===== config.mk =====
export PLATFORM = sky130hd
export DESIGN_NAME = rf_remote_switch_frame_encoder
export DESIGN_NICKNAME = d
export VERILOG_FILES = /design/src/hdl/rfe_pkg.sv /design/src/hdl/rf_remote_switch_frame_encoder.sv /design/src/hdl/rfe_front.sv /design/src/hdl/rfe_fifo.sv /design/src/hdl/rfe_back.sv
export SDC_FILE = /design/constraint.sdc
export NUM_CORES = 1
export LEC_CHECK = 0
export BUFFER_PORTS_ARGS = -buffer_cell sky130_fd_sc_hd__clkbuf_2
export CAP_MARGIN = 20
export CORE_MARGIN = 10
export CORE_UTILIZATION = 45
export DETAILED_ROUTE_END_ITERATION = 8
export GPL_TIMING_DRIVEN = 0
export SYNTH_ARGS = -nofsm -noshare
export SYNTH_HDL_FRONTEND = slang
export SYNTH_SLANG_ARGS = --single-unit

===== constraint.sdc =====
create_clock -name clk -period 6 [get_ports clk]
set_input_delay 1.2 -clock clk [delete_from_list [all_inputs] [get_ports clk]]
set_output_delay 1.2 -clock clk [all_outputs]
set_load 0.02 [all_outputs]

===== src/hdl/rfe_pkg.sv =====
`timescale 1ns / 1ps
`default_nettype none
package rfe_pkg;

  localparam int SYSTEM_BITS = 5;
  localparam int UNIT_SLOTS  = 5;
  localparam int CODE_W      = SYSTEM_BITS + UNIT_SLOTS + 2;
  localparam int LEN_W       = $clog2(CODE_W + 1);
  localparam int CODE_EXT_W  = 2 ** LEN_W;

  localparam int SYS_W      = 5;
  localparam int UNIT_W     = 3;
  localparam int SW_W       = 2;
  localparam int SYS_EXT_W  = 16;
  localparam int IN_DATA_W  = 16;
  localparam int OUT_DATA_W = 8;

  localparam int DUR_W  = 16;
  localparam int REP_W  = 8;
  localparam int CFG_AW = 2;
  localparam int CFG_DW = 16;

  localparam logic [DUR_W-1:0] SHORT_RST    = 16'd375;
  localparam logic [DUR_W-1:0] LONG_RST     = 16'd1025;
  localparam logic [DUR_W-1:0] SYNC_GAP_RST = 16'd11625;
  localparam logic [REP_W-1:0] REPEAT_RST   = 8'd10;

  localparam int FIFO_DEPTH = 2;
  localparam int FIFO_AW    = $clog2(FIFO_DEPTH);
  localparam int FIFO_CW    = $clog2(FIFO_DEPTH + 1);

  typedef enum logic [CFG_AW-1:0] {
    CFG_SHORT    = 2'd0,
    CFG_LONG     = 2'd1,
    CFG_SYNC_GAP = 2'd2,
    CFG_REPEAT   = 2'd3
  } cfg_reg_t;

  typedef enum logic {
    CMD_TICK  = 1'b0,
    CMD_START = 1'b1
  } cmd_t;

  typedef enum logic [SW_W-1:0] {
    SW_DOWN_UP   = 2'd0,
    SW_DOWN_DOWN = 2'd1,
    SW_NONE_2    = 2'd2,
    SW_NONE_3    = 2'd3
  } sw_code_t;

  typedef struct packed {
    cmd_t              cmd;
    logic [CODE_W-1:0] code_word;
    logic [LEN_W-1:0]  code_len;
  } rfe_item_t;

  function automatic logic [DUR_W-1:0] at_least_one(input logic [DUR_W-1:0] v);
    return (v == '0) ? DUR_W'(1) : v;
  endfunction

endpackage
`default_nettype wire


===== src/hdl/rf_remote_switch_frame_encoder.sv =====
// On-off keyed frame encoder for a 433 MHz remote power switch. A beat with
// in_tuser high starts a transmission of system code, one-hot unit and
// command bits (ignored while busy); each beat with in_tuser low is one time
// tick and returns the pin level for that tick. Every input beat yields exactly
// one output beat. The block sustains one beat per clock while the output is
// not stalled: the waveform engine updates its tick count, segment and bit
// index once per beat. An input beat is registered in the two-entry queue,
// then in the output register. Either side may stall; the queue decouples the
// classifier and engine, so input is taken while a result waits, until full.
`timescale 1ns / 1ps
`default_nettype none
module rf_remote_switch_frame_encoder
  import rfe_pkg::*;
(
  input  wire logic                  clk,
  input  wire logic                  rst_n,
  input  wire logic                  cfg_we,
  input  wire logic [CFG_AW-1:0]     cfg_addr,
  input  wire logic [CFG_DW-1:0]     cfg_wdata,
  input  wire logic                  in_tvalid,
  output logic                       in_tready,
  // [4:0] system_code, [7:5] unit_number, [9:8] switch_code, rest zero
  input  wire logic [IN_DATA_W-1:0]  in_tdata,
  // [0] command
  input  wire logic                  in_tuser,
  output logic                       out_tvalid,
  input  wire logic                  out_tready,
  // [0] pin_level, [1] busy_res, [2] done_res, [3] start_ignored, rest zero
  output logic [OUT_DATA_W-1:0]      out_tdata
);

  logic      q_full;
  logic      q_push;
  rfe_item_t q_push_item;
  logic      q_pop;
  rfe_item_t q_pop_item;
  logic      q_not_empty;

  rfe_front u_front (
    .in_tvalid (in_tvalid),
    .in_tready (in_tready),
    .in_tdata  (in_tdata),
    .in_tuser  (in_tuser),
    .q_full    (q_full),
    .q_push    (q_push),
    .q_item    (q_push_item)
  );

  rfe_fifo u_fifo (
    .clk       (clk),
    .rst_n     (rst_n),
    .push      (q_push),
    .push_item (q_push_item),
    .full      (q_full),
    .pop       (q_pop),
    .pop_item  (q_pop_item),
    .not_empty (q_not_empty)
  );

  rfe_back u_back (
    .clk         (clk),
    .rst_n       (rst_n),
    .cfg_we      (cfg_we),
    .cfg_addr    (cfg_addr),
    .cfg_wdata   (cfg_wdata),
    .q_not_empty (q_not_empty),
    .q_item      (q_pop_item),
    .q_pop       (q_pop),
    .out_tvalid  (out_tvalid),
    .out_tready  (out_tready),
    .out_tdata   (out_tdata)
  );

endmodule
`default_nettype wire


===== src/hdl/rfe_front.sv =====
`timescale 1ns / 1ps
`default_nettype none
module rfe_front
  import rfe_pkg::*;
(
  input  wire logic                 in_tvalid,
  output logic                      in_tready,
  input  wire logic [IN_DATA_W-1:0] in_tdata,
  input  wire logic                 in_tuser,
  input  wire logic                 q_full,
  output logic                      q_push,
  output rfe_item_t                 q_item
);

  logic [SYS_W-1:0]     sys;
  logic [UNIT_W-1:0]    unit;
  sw_code_t             sw;
  logic [SYS_EXT_W-1:0] sys_ext;
  logic                 unit_ok;
  logic                 sw_ok;
  logic [CODE_W-1:0]    word;
  logic [LEN_W-1:0]     len;

  assign sys     = in_tdata[SYS_W-1:0];
  assign unit    = in_tdata[SYS_W+UNIT_W-1:SYS_W];
  assign sw      = sw_code_t'(in_tdata[SYS_W+UNIT_W+SW_W-1:SYS_W+UNIT_W]);
  assign sys_ext = SYS_EXT_W'(sys);
  assign unit_ok = (unit != '0) && ({1'b0, unit} <= 4'(UNIT_SLOTS));
  assign sw_ok   = (sw == SW_DOWN_UP) || (sw == SW_DOWN_DOWN);

  // system bits MSB first, one-hot unit slots, then two command bits
  always_comb begin
    word = '0;
    for (int i = 0; i < SYSTEM_BITS; i++) begin
      word[i] = sys_ext[SYSTEM_BITS-1-i];
    end
    for (int k = 0; k < UNIT_SLOTS; k++) begin
      word[SYSTEM_BITS+k] = unit_ok && ({1'b0, unit} == 4'(k + 1));
    end
    if (sw == SW_DOWN_UP) begin
      if (unit_ok) begin
        word[SYSTEM_BITS+UNIT_SLOTS+1] = 1'b1;
      end else begin
        word[SYSTEM_BITS+1] = 1'b1;
      end
    end
    len = LEN_W'(SYSTEM_BITS)
        + (unit_ok ? LEN_W'(UNIT_SLOTS) : LEN_W'(0))
        + (sw_ok ? LEN_W'(2) : LEN_W'(0));
  end

  assign in_tready        = !q_full;
  assign q_push           = in_tvalid && !q_full;
  assign q_item.cmd       = cmd_t'(in_tuser);
  assign q_item.code_word = word;
  assign q_item.code_len  = len;

endmodule
`default_nettype wire


===== src/hdl/rfe_fifo.sv =====
`timescale 1ns / 1ps
`default_nettype none
module rfe_fifo
  import rfe_pkg::*;
(
  input  wire logic      clk,
  input  wire logic      rst_n,
  input  wire logic      push,
  input  wire rfe_item_t push_item,
  output logic           full,
  input  wire logic      pop,
  output rfe_item_t      pop_item,
  output logic           not_empty
);

  rfe_item_t            mem [FIFO_DEPTH];
  logic [FIFO_AW-1:0]   wr_ptr_r, wr_ptr_nxt;
  logic [FIFO_AW-1:0]   rd_ptr_r, rd_ptr_nxt;
  logic [FIFO_CW-1:0]   count_r, count_nxt;
  logic                 do_push;
  logic                 do_pop;

  assign full      = (count_r == FIFO_CW'(FIFO_DEPTH));
  assign not_empty = (count_r != '0);
  assign do_push   = push && !full;
  assign do_pop    = pop && not_empty;
  assign pop_item  = mem[rd_ptr_r];

  always_comb begin
    wr_ptr_nxt = wr_ptr_r;
    rd_ptr_nxt = rd_ptr_r;
    count_nxt  = count_r;
    if (do_push) begin
      wr_ptr_nxt = (wr_ptr_r == FIFO_AW'(FIFO_DEPTH - 1)) ? '0 : wr_ptr_r + 1'b1;
    end
    if (do_pop) begin
      rd_ptr_nxt = (rd_ptr_r == FIFO_AW'(FIFO_DEPTH - 1)) ? '0 : rd_ptr_r + 1'b1;
    end
    case ({do_push, do_pop})
      2'b10:   count_nxt = count_r + 1'b1;
      2'b01:   count_nxt = count_r - 1'b1;
      default: count_nxt = count_r;
    endcase
  end

  always_ff @(posedge clk) begin
    if (!rst_n) begin
      wr_ptr_r <= '0;
      rd_ptr_r <= '0;
      count_r  <= '0;
    end else begin
      wr_ptr_r <= wr_ptr_nxt;
      rd_ptr_r <= rd_ptr_nxt;
      count_r  <= count_nxt;
    end
  end

  always_ff @(posedge clk) begin
    if (do_push) begin
      mem[wr_ptr_r] <= push_item;
    end
  end

endmodule
`default_nettype wire


===== src/hdl/rfe_back.sv =====
`timescale 1ns / 1ps
`default_nettype none
module rfe_back
  import rfe_pkg::*;
(
  input  wire logic                  clk,
  input  wire logic                  rst_n,
  input  wire logic                  cfg_we,
  input  wire logic [CFG_AW-1:0]     cfg_addr,
  input  wire logic [CFG_DW-1:0]     cfg_wdata,
  input  wire logic                  q_not_empty,
  input  wire rfe_item_t             q_item,
  output logic                       q_pop,
  output logic                       out_tvalid,
  input  wire logic                  out_tready,
  output logic [OUT_DATA_W-1:0]      out_tdata
);

  logic [DUR_W-1:0]  short_r, long_r, gap_r;
  logic [REP_W-1:0]  repeat_r;

  logic              busy_r, busy_nxt;
  logic [CODE_W-1:0] code_word_r, code_word_nxt;
  logic [LEN_W-1:0]  code_len_r, code_len_nxt;
  logic [LEN_W-1:0]  bit_pos_r, bit_pos_nxt;
  logic [1:0]        seg_r, seg_nxt;
  logic              in_sync_r, in_sync_nxt;
  logic [DUR_W-1:0]  ticks_r, ticks_nxt;
  logic [REP_W-1:0]  reps_r, reps_nxt;

  logic                  out_valid_r;
  logic [OUT_DATA_W-1:0] out_data_r, out_data_nxt;

  logic [DUR_W-1:0]      s_len, l_len, g_len, t_dec;
  logic [CODE_EXT_W-1:0] code_ext;
  logic                  cur_bit;
  logic [LEN_W-1:0]      bit_pos_inc;
  logic [REP_W-1:0]      reps_dec;
  logic                  level, busy_o, done_o, ignored_o;
  logic                  end_frame;

  assign s_len       = at_least_one(short_r);
  assign l_len       = at_least_one(long_r);
  assign g_len       = at_least_one(gap_r);
  assign code_ext    = CODE_EXT_W'(code_word_r);
  assign cur_bit     = code_ext[bit_pos_r];
  assign bit_pos_inc = bit_pos_r + 1'b1;
  assign reps_dec    = reps_r - 1'b1;
  assign t_dec       = (ticks_r == '0) ? '0 : ticks_r - 1'b1;

  assign q_pop = q_not_empty && (!out_valid_r || out_tready);

  always_ff @(posedge clk) begin
    if (!rst_n) begin
      short_r  <= SHORT_RST;
      long_r   <= LONG_RST;
      gap_r    <= SYNC_GAP_RST;
      repeat_r <= REPEAT_RST;
    end else if (cfg_we) begin
      case (cfg_reg_t'(cfg_addr))
        CFG_SHORT:    short_r  <= cfg_wdata;
        CFG_LONG:     long_r   <= cfg_wdata;
        CFG_SYNC_GAP: gap_r    <= cfg_wdata;
        CFG_REPEAT:   repeat_r <= cfg_wdata[REP_W-1:0];
        default:      ;
      endcase
    end
  end

  always_comb begin
    busy_nxt      = busy_r;
    code_word_nxt = code_word_r;
    code_len_nxt  = code_len_r;
    bit_pos_nxt   = bit_pos_r;
    seg_nxt       = seg_r;
    in_sync_nxt   = in_sync_r;
    ticks_nxt     = ticks_r;
    reps_nxt      = reps_r;
    level         = 1'b0;
    busy_o        = 1'b0;
    done_o        = 1'b0;
    ignored_o     = 1'b0;
    end_frame     = 1'b0;

    if (q_item.cmd == CMD_START) begin
      busy_o = 1'b1;
      if (busy_r) begin
        ignored_o = 1'b1;
        level     = !seg_r[0];
      end else begin
        code_word_nxt = q_item.code_word;
        code_len_nxt  = q_item.code_len;
        reps_nxt      = (repeat_r == '0) ? REP_W'(1) : repeat_r;
        busy_nxt      = 1'b1;
        in_sync_nxt   = 1'b1;
        seg_nxt       = '0;
        bit_pos_nxt   = '0;
        ticks_nxt     = s_len;
      end
    end else if (busy_r) begin
      busy_o    = 1'b1;
      level     = !seg_r[0];
      ticks_nxt = t_dec;
      if (t_dec == '0) begin
        if (in_sync_r) begin
          if (seg_r == 2'd0) begin
            seg_nxt   = 2'd1;
            ticks_nxt = g_len;
          end else begin
            in_sync_nxt = 1'b0;
            seg_nxt     = '0;
            bit_pos_nxt = '0;
            if (code_len_r == '0) begin
              end_frame = 1'b1;
            end else begin
              ticks_nxt = s_len;
            end
          end
        end else if (seg_r != 2'd3) begin
          seg_nxt = seg_r + 1'b1;
          case (seg_r)
            2'd0:    ticks_nxt = l_len;
            2'd1:    ticks_nxt = cur_bit ? s_len : l_len;
            default: ticks_nxt = cur_bit ? l_len : s_len;
          endcase
        end else begin
          bit_pos_nxt = bit_pos_inc;
          seg_nxt     = '0;
          if (bit_pos_inc < code_len_r) begin
            ticks_nxt = s_len;
          end else begin
            end_frame = 1'b1;
          end
        end
      end
      if (end_frame) begin
        reps_nxt    = reps_dec;
        seg_nxt     = '0;
        bit_pos_nxt = '0;
        if (reps_dec == '0) begin
          busy_nxt    = 1'b0;
          in_sync_nxt = 1'b0;
          ticks_nxt   = '0;
          done_o      = 1'b1;
        end else begin
          in_sync_nxt = 1'b1;
          ticks_nxt   = s_len;
        end
      end
    end

    out_data_nxt = OUT_DATA_W'({ignored_o, done_o, busy_o, level});
  end

  always_ff @(posedge clk) begin
    if (!rst_n) begin
      busy_r      <= 1'b0;
      code_word_r <= '0;
      code_len_r  <= '0;
      bit_pos_r   <= '0;
      seg_r       <= '0;
      in_sync_r   <= 1'b0;
      ticks_r     <= '0;
      reps_r      <= '0;
      out_valid_r <= 1'b0;
    end else begin
      if (q_pop) begin
        busy_r      <= busy_nxt;
        code_word_r <= code_word_nxt;
        code_len_r  <= code_len_nxt;
        bit_pos_r   <= bit_pos_nxt;
        seg_r       <= seg_nxt;
        in_sync_r   <= in_sync_nxt;
        ticks_r     <= ticks_nxt;
        reps_r      <= reps_nxt;
      end
      if (q_pop) begin
        out_valid_r <= 1'b1;
      end else if (out_tready) begin
        out_valid_r <= 1'b0;
      end
    end
  end

  always_ff @(posedge clk) begin
    if (q_pop) begin
      out_data_r <= out_data_nxt;
    end
  end

  assign out_tvalid = out_valid_r;
  assign out_tdata  = out_data_r;

endmodule
`default_nettype wire


==> run_results.csv <==
group,metric,value,unit
run_status,outcome,"finished clean",
sta,fmax,249,MHz
synthesis,synth_area_leaders,"dfxtp_1 (29%), edfxtp_1 (14%), nand2_1 (8.5%), mux2i_1 (3.1%), a21oi_1 (2.8%)",
synthesis,synth_area,7460,um^2
sta,report.final.slew_viol_count,0,
worst_setup_path,start_kind,"register",
die,die_h,149,um
grt,gr-total-overflow,0,
cells_and_area,drive_above_1_share,10.8,%
worst_setup_path,cp-startpoint,"u_back.ticks_r[0]",
drt,drtPass1Iterations,5,
sta,period_minus_slack,4.02,ns
drt,drtIter0Drc,695,
synthesis,synth_most_common_cell,"nand2_1",
synthesis,yosysWarnings,0,
drt,vias,6745,
die,placementRows,47,
synthesis,synth_common_cells,"nand2_1 (170), dfxtp_1 (109), clkbuf_1 (52)",
worst_setup_path,endpoint,"u_back.ticks_r[1]",
worst_setup_path,worstReg2RegStart,"u_back.ticks_r[0]",
clocking,cts_tree,"done",
die,fp.coreArea,16400,um^2
drt,finalWirelength,22500,um
power,p_sw_share,42.6,%
worst_hold_path,hold_depth,2,
sta,whs,0.473,ns
power,combPwrFrac,46.8,%
power,intPower,2.54,mW
drt,route.detailed.drc,0,
clocking,clkTransAtPathRegs,0.06,ns
synthesis,synth_async_sr_flop_share,0,%
grt,grt_usage,20.4,%
power,powerDensity,518,nW/um^2
worst_setup_path,required,6.33,ns
synthesis,synth_area_leader_cell,"dfxtp_1",
sta,rsz0062_at_grt,"false",
clocking,cts_resized,0,
synthesis,synth_edf_count,36,
worst_hold_path,min_path_type,"register to register",
clocking,htreeDepth,4,
die,initial_utilization,45.5,%
place,hpwl,16900,um
synthesis,ys_ff_latch,145,
synthesis,synth_top_area_share,29.2,%
cells_and_area,fin_util,52.0,%
worst_setup_path,end_kind,"register",
clocking,cts_made_buffers,17,
grt,grt_pass1_vias,6354,
clocking,clk-insertion-delay-late,0.43,ns
worst_setup_path,critPathMaxFanout,10,
clocking,root_buffer,"clkbuf_16",
drt,vias_per_cell,5.90,
synthesis,synthDistinctLibCells,75,
worst_setup_path,crit_arrival,4.34,ns
synthesis,yosysSeqAreaShare,43.7,%
power,ir_drop,0.271,mV
sta,post-route-period-util,66.9,%
power,seq_power_share,29.4,%
drt,wl_per_cell,19.7,um
clocking,cts_hold_buf,0,
worst_setup_path,regToRegSetupSlack,1.98,ns
grt,grt_pass1_wl,35500,um
clocking,postCtsSetupBuffers,0,
power,clkPwrFrac,23.8,%
synthesis,netlist_instances,850,
synthesis,synth_ff_type,"dfxtp_1",
sta,clock_skew,0.0102,ns
sta,setup_ws,1.98,ns
flow_run,cap_violations,0,
worst_setup_path,reg2regPathDepth,10,
place,io_buffers,38,
grt,grt_max_degree,17,
die,die_width,149,um
drt,ant_nets,0,
die,io_pins,50,
power,p_switching,1.88,mW
cells_and_area,antenna_cells,0,
cells_and_area,synthToLayoutAreaGrowth,14.2,%
cells_and_area,fill_cells,1602,
die,dieArea,22100,um^2
cells_and_area,nets,965,
sta,finalSetupTns,0,ns
synthesis,synth_area_per_cell,8.78,um^2
worst_setup_path,r2r-end,"u_back.ticks_r[1]",
grt,antenna_found_initial,0,
clocking,cts_max_path_buffers,2,
sta,hold_viol_final,0,
place,pre_cts_ws,2.06,ns
sta,setup_viol,0,
place,place_congestion,0.938,
sta,slew-limit-headroom,32.3,%
sta,tightest_slew,1.01,ns
worst_setup_path,critPathKind,"register to register",
clocking,cts_sinks,145,
power,p_leak,3.35,nW
cell type report:
| class | count | area (um^2) | share of cell area [%] |
|---|---|---|---|
| Timing Repair Buffer | 39 | 198 | 2.32 |
| Sequential cell | 145 | 3260 | 38.3 |
| Clock buffer | 21 | 450 | 5.28 |
| Clock inverter | 11 | 129 | 1.51 |
| Tap cell | 220 | 275 | 3.23 |
| Buffer | 64 | 264 | 3.10 |
| Multi-Input combinational cell | 618 | 3850 | 45.2 |
| Inverter | 26 | 97.6 | 1.14 |
cell families (layout without fill, tap and decap cells):
logic type / Yosys count / after routing / synth area share [%]
and+or+nand+nor: 353 / 353 / 23.1
AOI/OAI and AO/OA: 206 / 206 / 20.3
DFF: 145 / 145 / 43.7
buffers and inverters: 90 / 161 / 4.84
muxes: 27 / 27 / 3.99
adders and majority gates: 14 / 14 / 2.35
xor gates and xnor gates: 14 / 14 / 1.64
other: 1 / 4 / 0.0502
flip-flops by register name (all words and copies together), names as in the netlist, named ones only:
register / flops
u_back.out_tdata: 4
u_back.gap_r: 16
u_fifo.wr_ptr_r: 1
u_back.long_r: 16
u_fifo.rd_ptr_r: 1
u_back.reps_r: 8
u_fifo.count_r: 2
u_back.busy_r: 1
u_fifo.mem: 32
u_back.ticks_r: 16
u_back.short_r: 16
u_back.out_tvalid: 1
u_back.code_len_r: 4
u_back.in_sync_r: 1
u_back.code_word_r: 11
u_back.seg_r: 2
u_back.repeat_r: 8
u_back.bit_pos_r: 4
worst min-delay path by stage:
| stage | start | to | slack [ns] |
|---|---|---|---|
| floorplan | u_back.gap_r[0] | u_back.gap_r[0] | 0.44 |
| global placement | u_back.repeat_r[0] | u_back.repeat_r[0] | 0.46 |
| detailed placement | u_back.repeat_r[0] | u_back.repeat_r[0] | 0.47 |
| CTS | u_back.repeat_r[0] | u_back.repeat_r[0] | 0.48 |
| global route | u_back.repeat_r[0] | u_back.repeat_r[0] | 0.50 |
| finish | u_back.repeat_r[0] | u_back.repeat_r[0] | 0.47 |
routing by layer:
layer  up-vias  share of wire [%]  global-route usage, %
met5         -                  0                      0
met4         0                2.6                   7.41
met3        55                7.6                   4.07
met2       278                 42                   29.4
met1      3195                 48                   29.5
li1       3217                  -                      -
critical path: stages (launching register included):
cell and delay [ns]:
dfxtp_1 0.37, inv_1 0.11, ha_1 0.17, nor3b_1 0.83
nand2_1 0.43, nor4_2 0.54, a31oi_4 0.15, o31ai_1 0.58
buf_2 0.36, nand2_1 0.09, a221oi_1 0.28
through the flow:
stage / cell area [um^2] / power (mW) / std cells
global placement: 7940 / 3.33 / 1111
detailed placement: 7950 / 3.32 / 1112
finish: 8530 / 4.42 / 1144
global route: 8530 / 4.65 / 1144
floorplan: 7480 / 2.77 / 853
CTS: 8530 / 4.37 / 1144
placed cells by master, fill, tap and decap left out, drive strengths merged, types with 5 or more instances in the layout:
master    n
o211a    17
clkinv    6
nand3    40
o31ai    16
o211ai    5
and3      8
nor3     18
nand2b   10
nor3b     8
nor2     32
and2      7
mux2i    23
ha       14
or4       8
edfxtp   36
nor4     20
a21boi   20
a21oi    43
clkbuf  112
a31oi     9
or3      12
a22o      5
a211oi    6
xor2      7
o21ai    38
inv      29
buf      12
nand2   170
a221oi    8
xnor2     7
dfxtp   109
a221o     8
power groups by stage:
stage / clock network, mW / registers (mW) / logic [mW]
6_report: 1.05 / 1.30 / 2.07
3_3_place_gp: 0 / 1.31 / 2.01
4_1_cts: 1.06 / 1.30 / 2.01
3_5_place_dp: 0 / 1.32 / 2.00
5_1_grt: 1.10 / 1.32 / 2.24
2_1_floorplan: 0 / 1.30 / 1.47
Note: power is estimated with default switching activity, not from simulation.
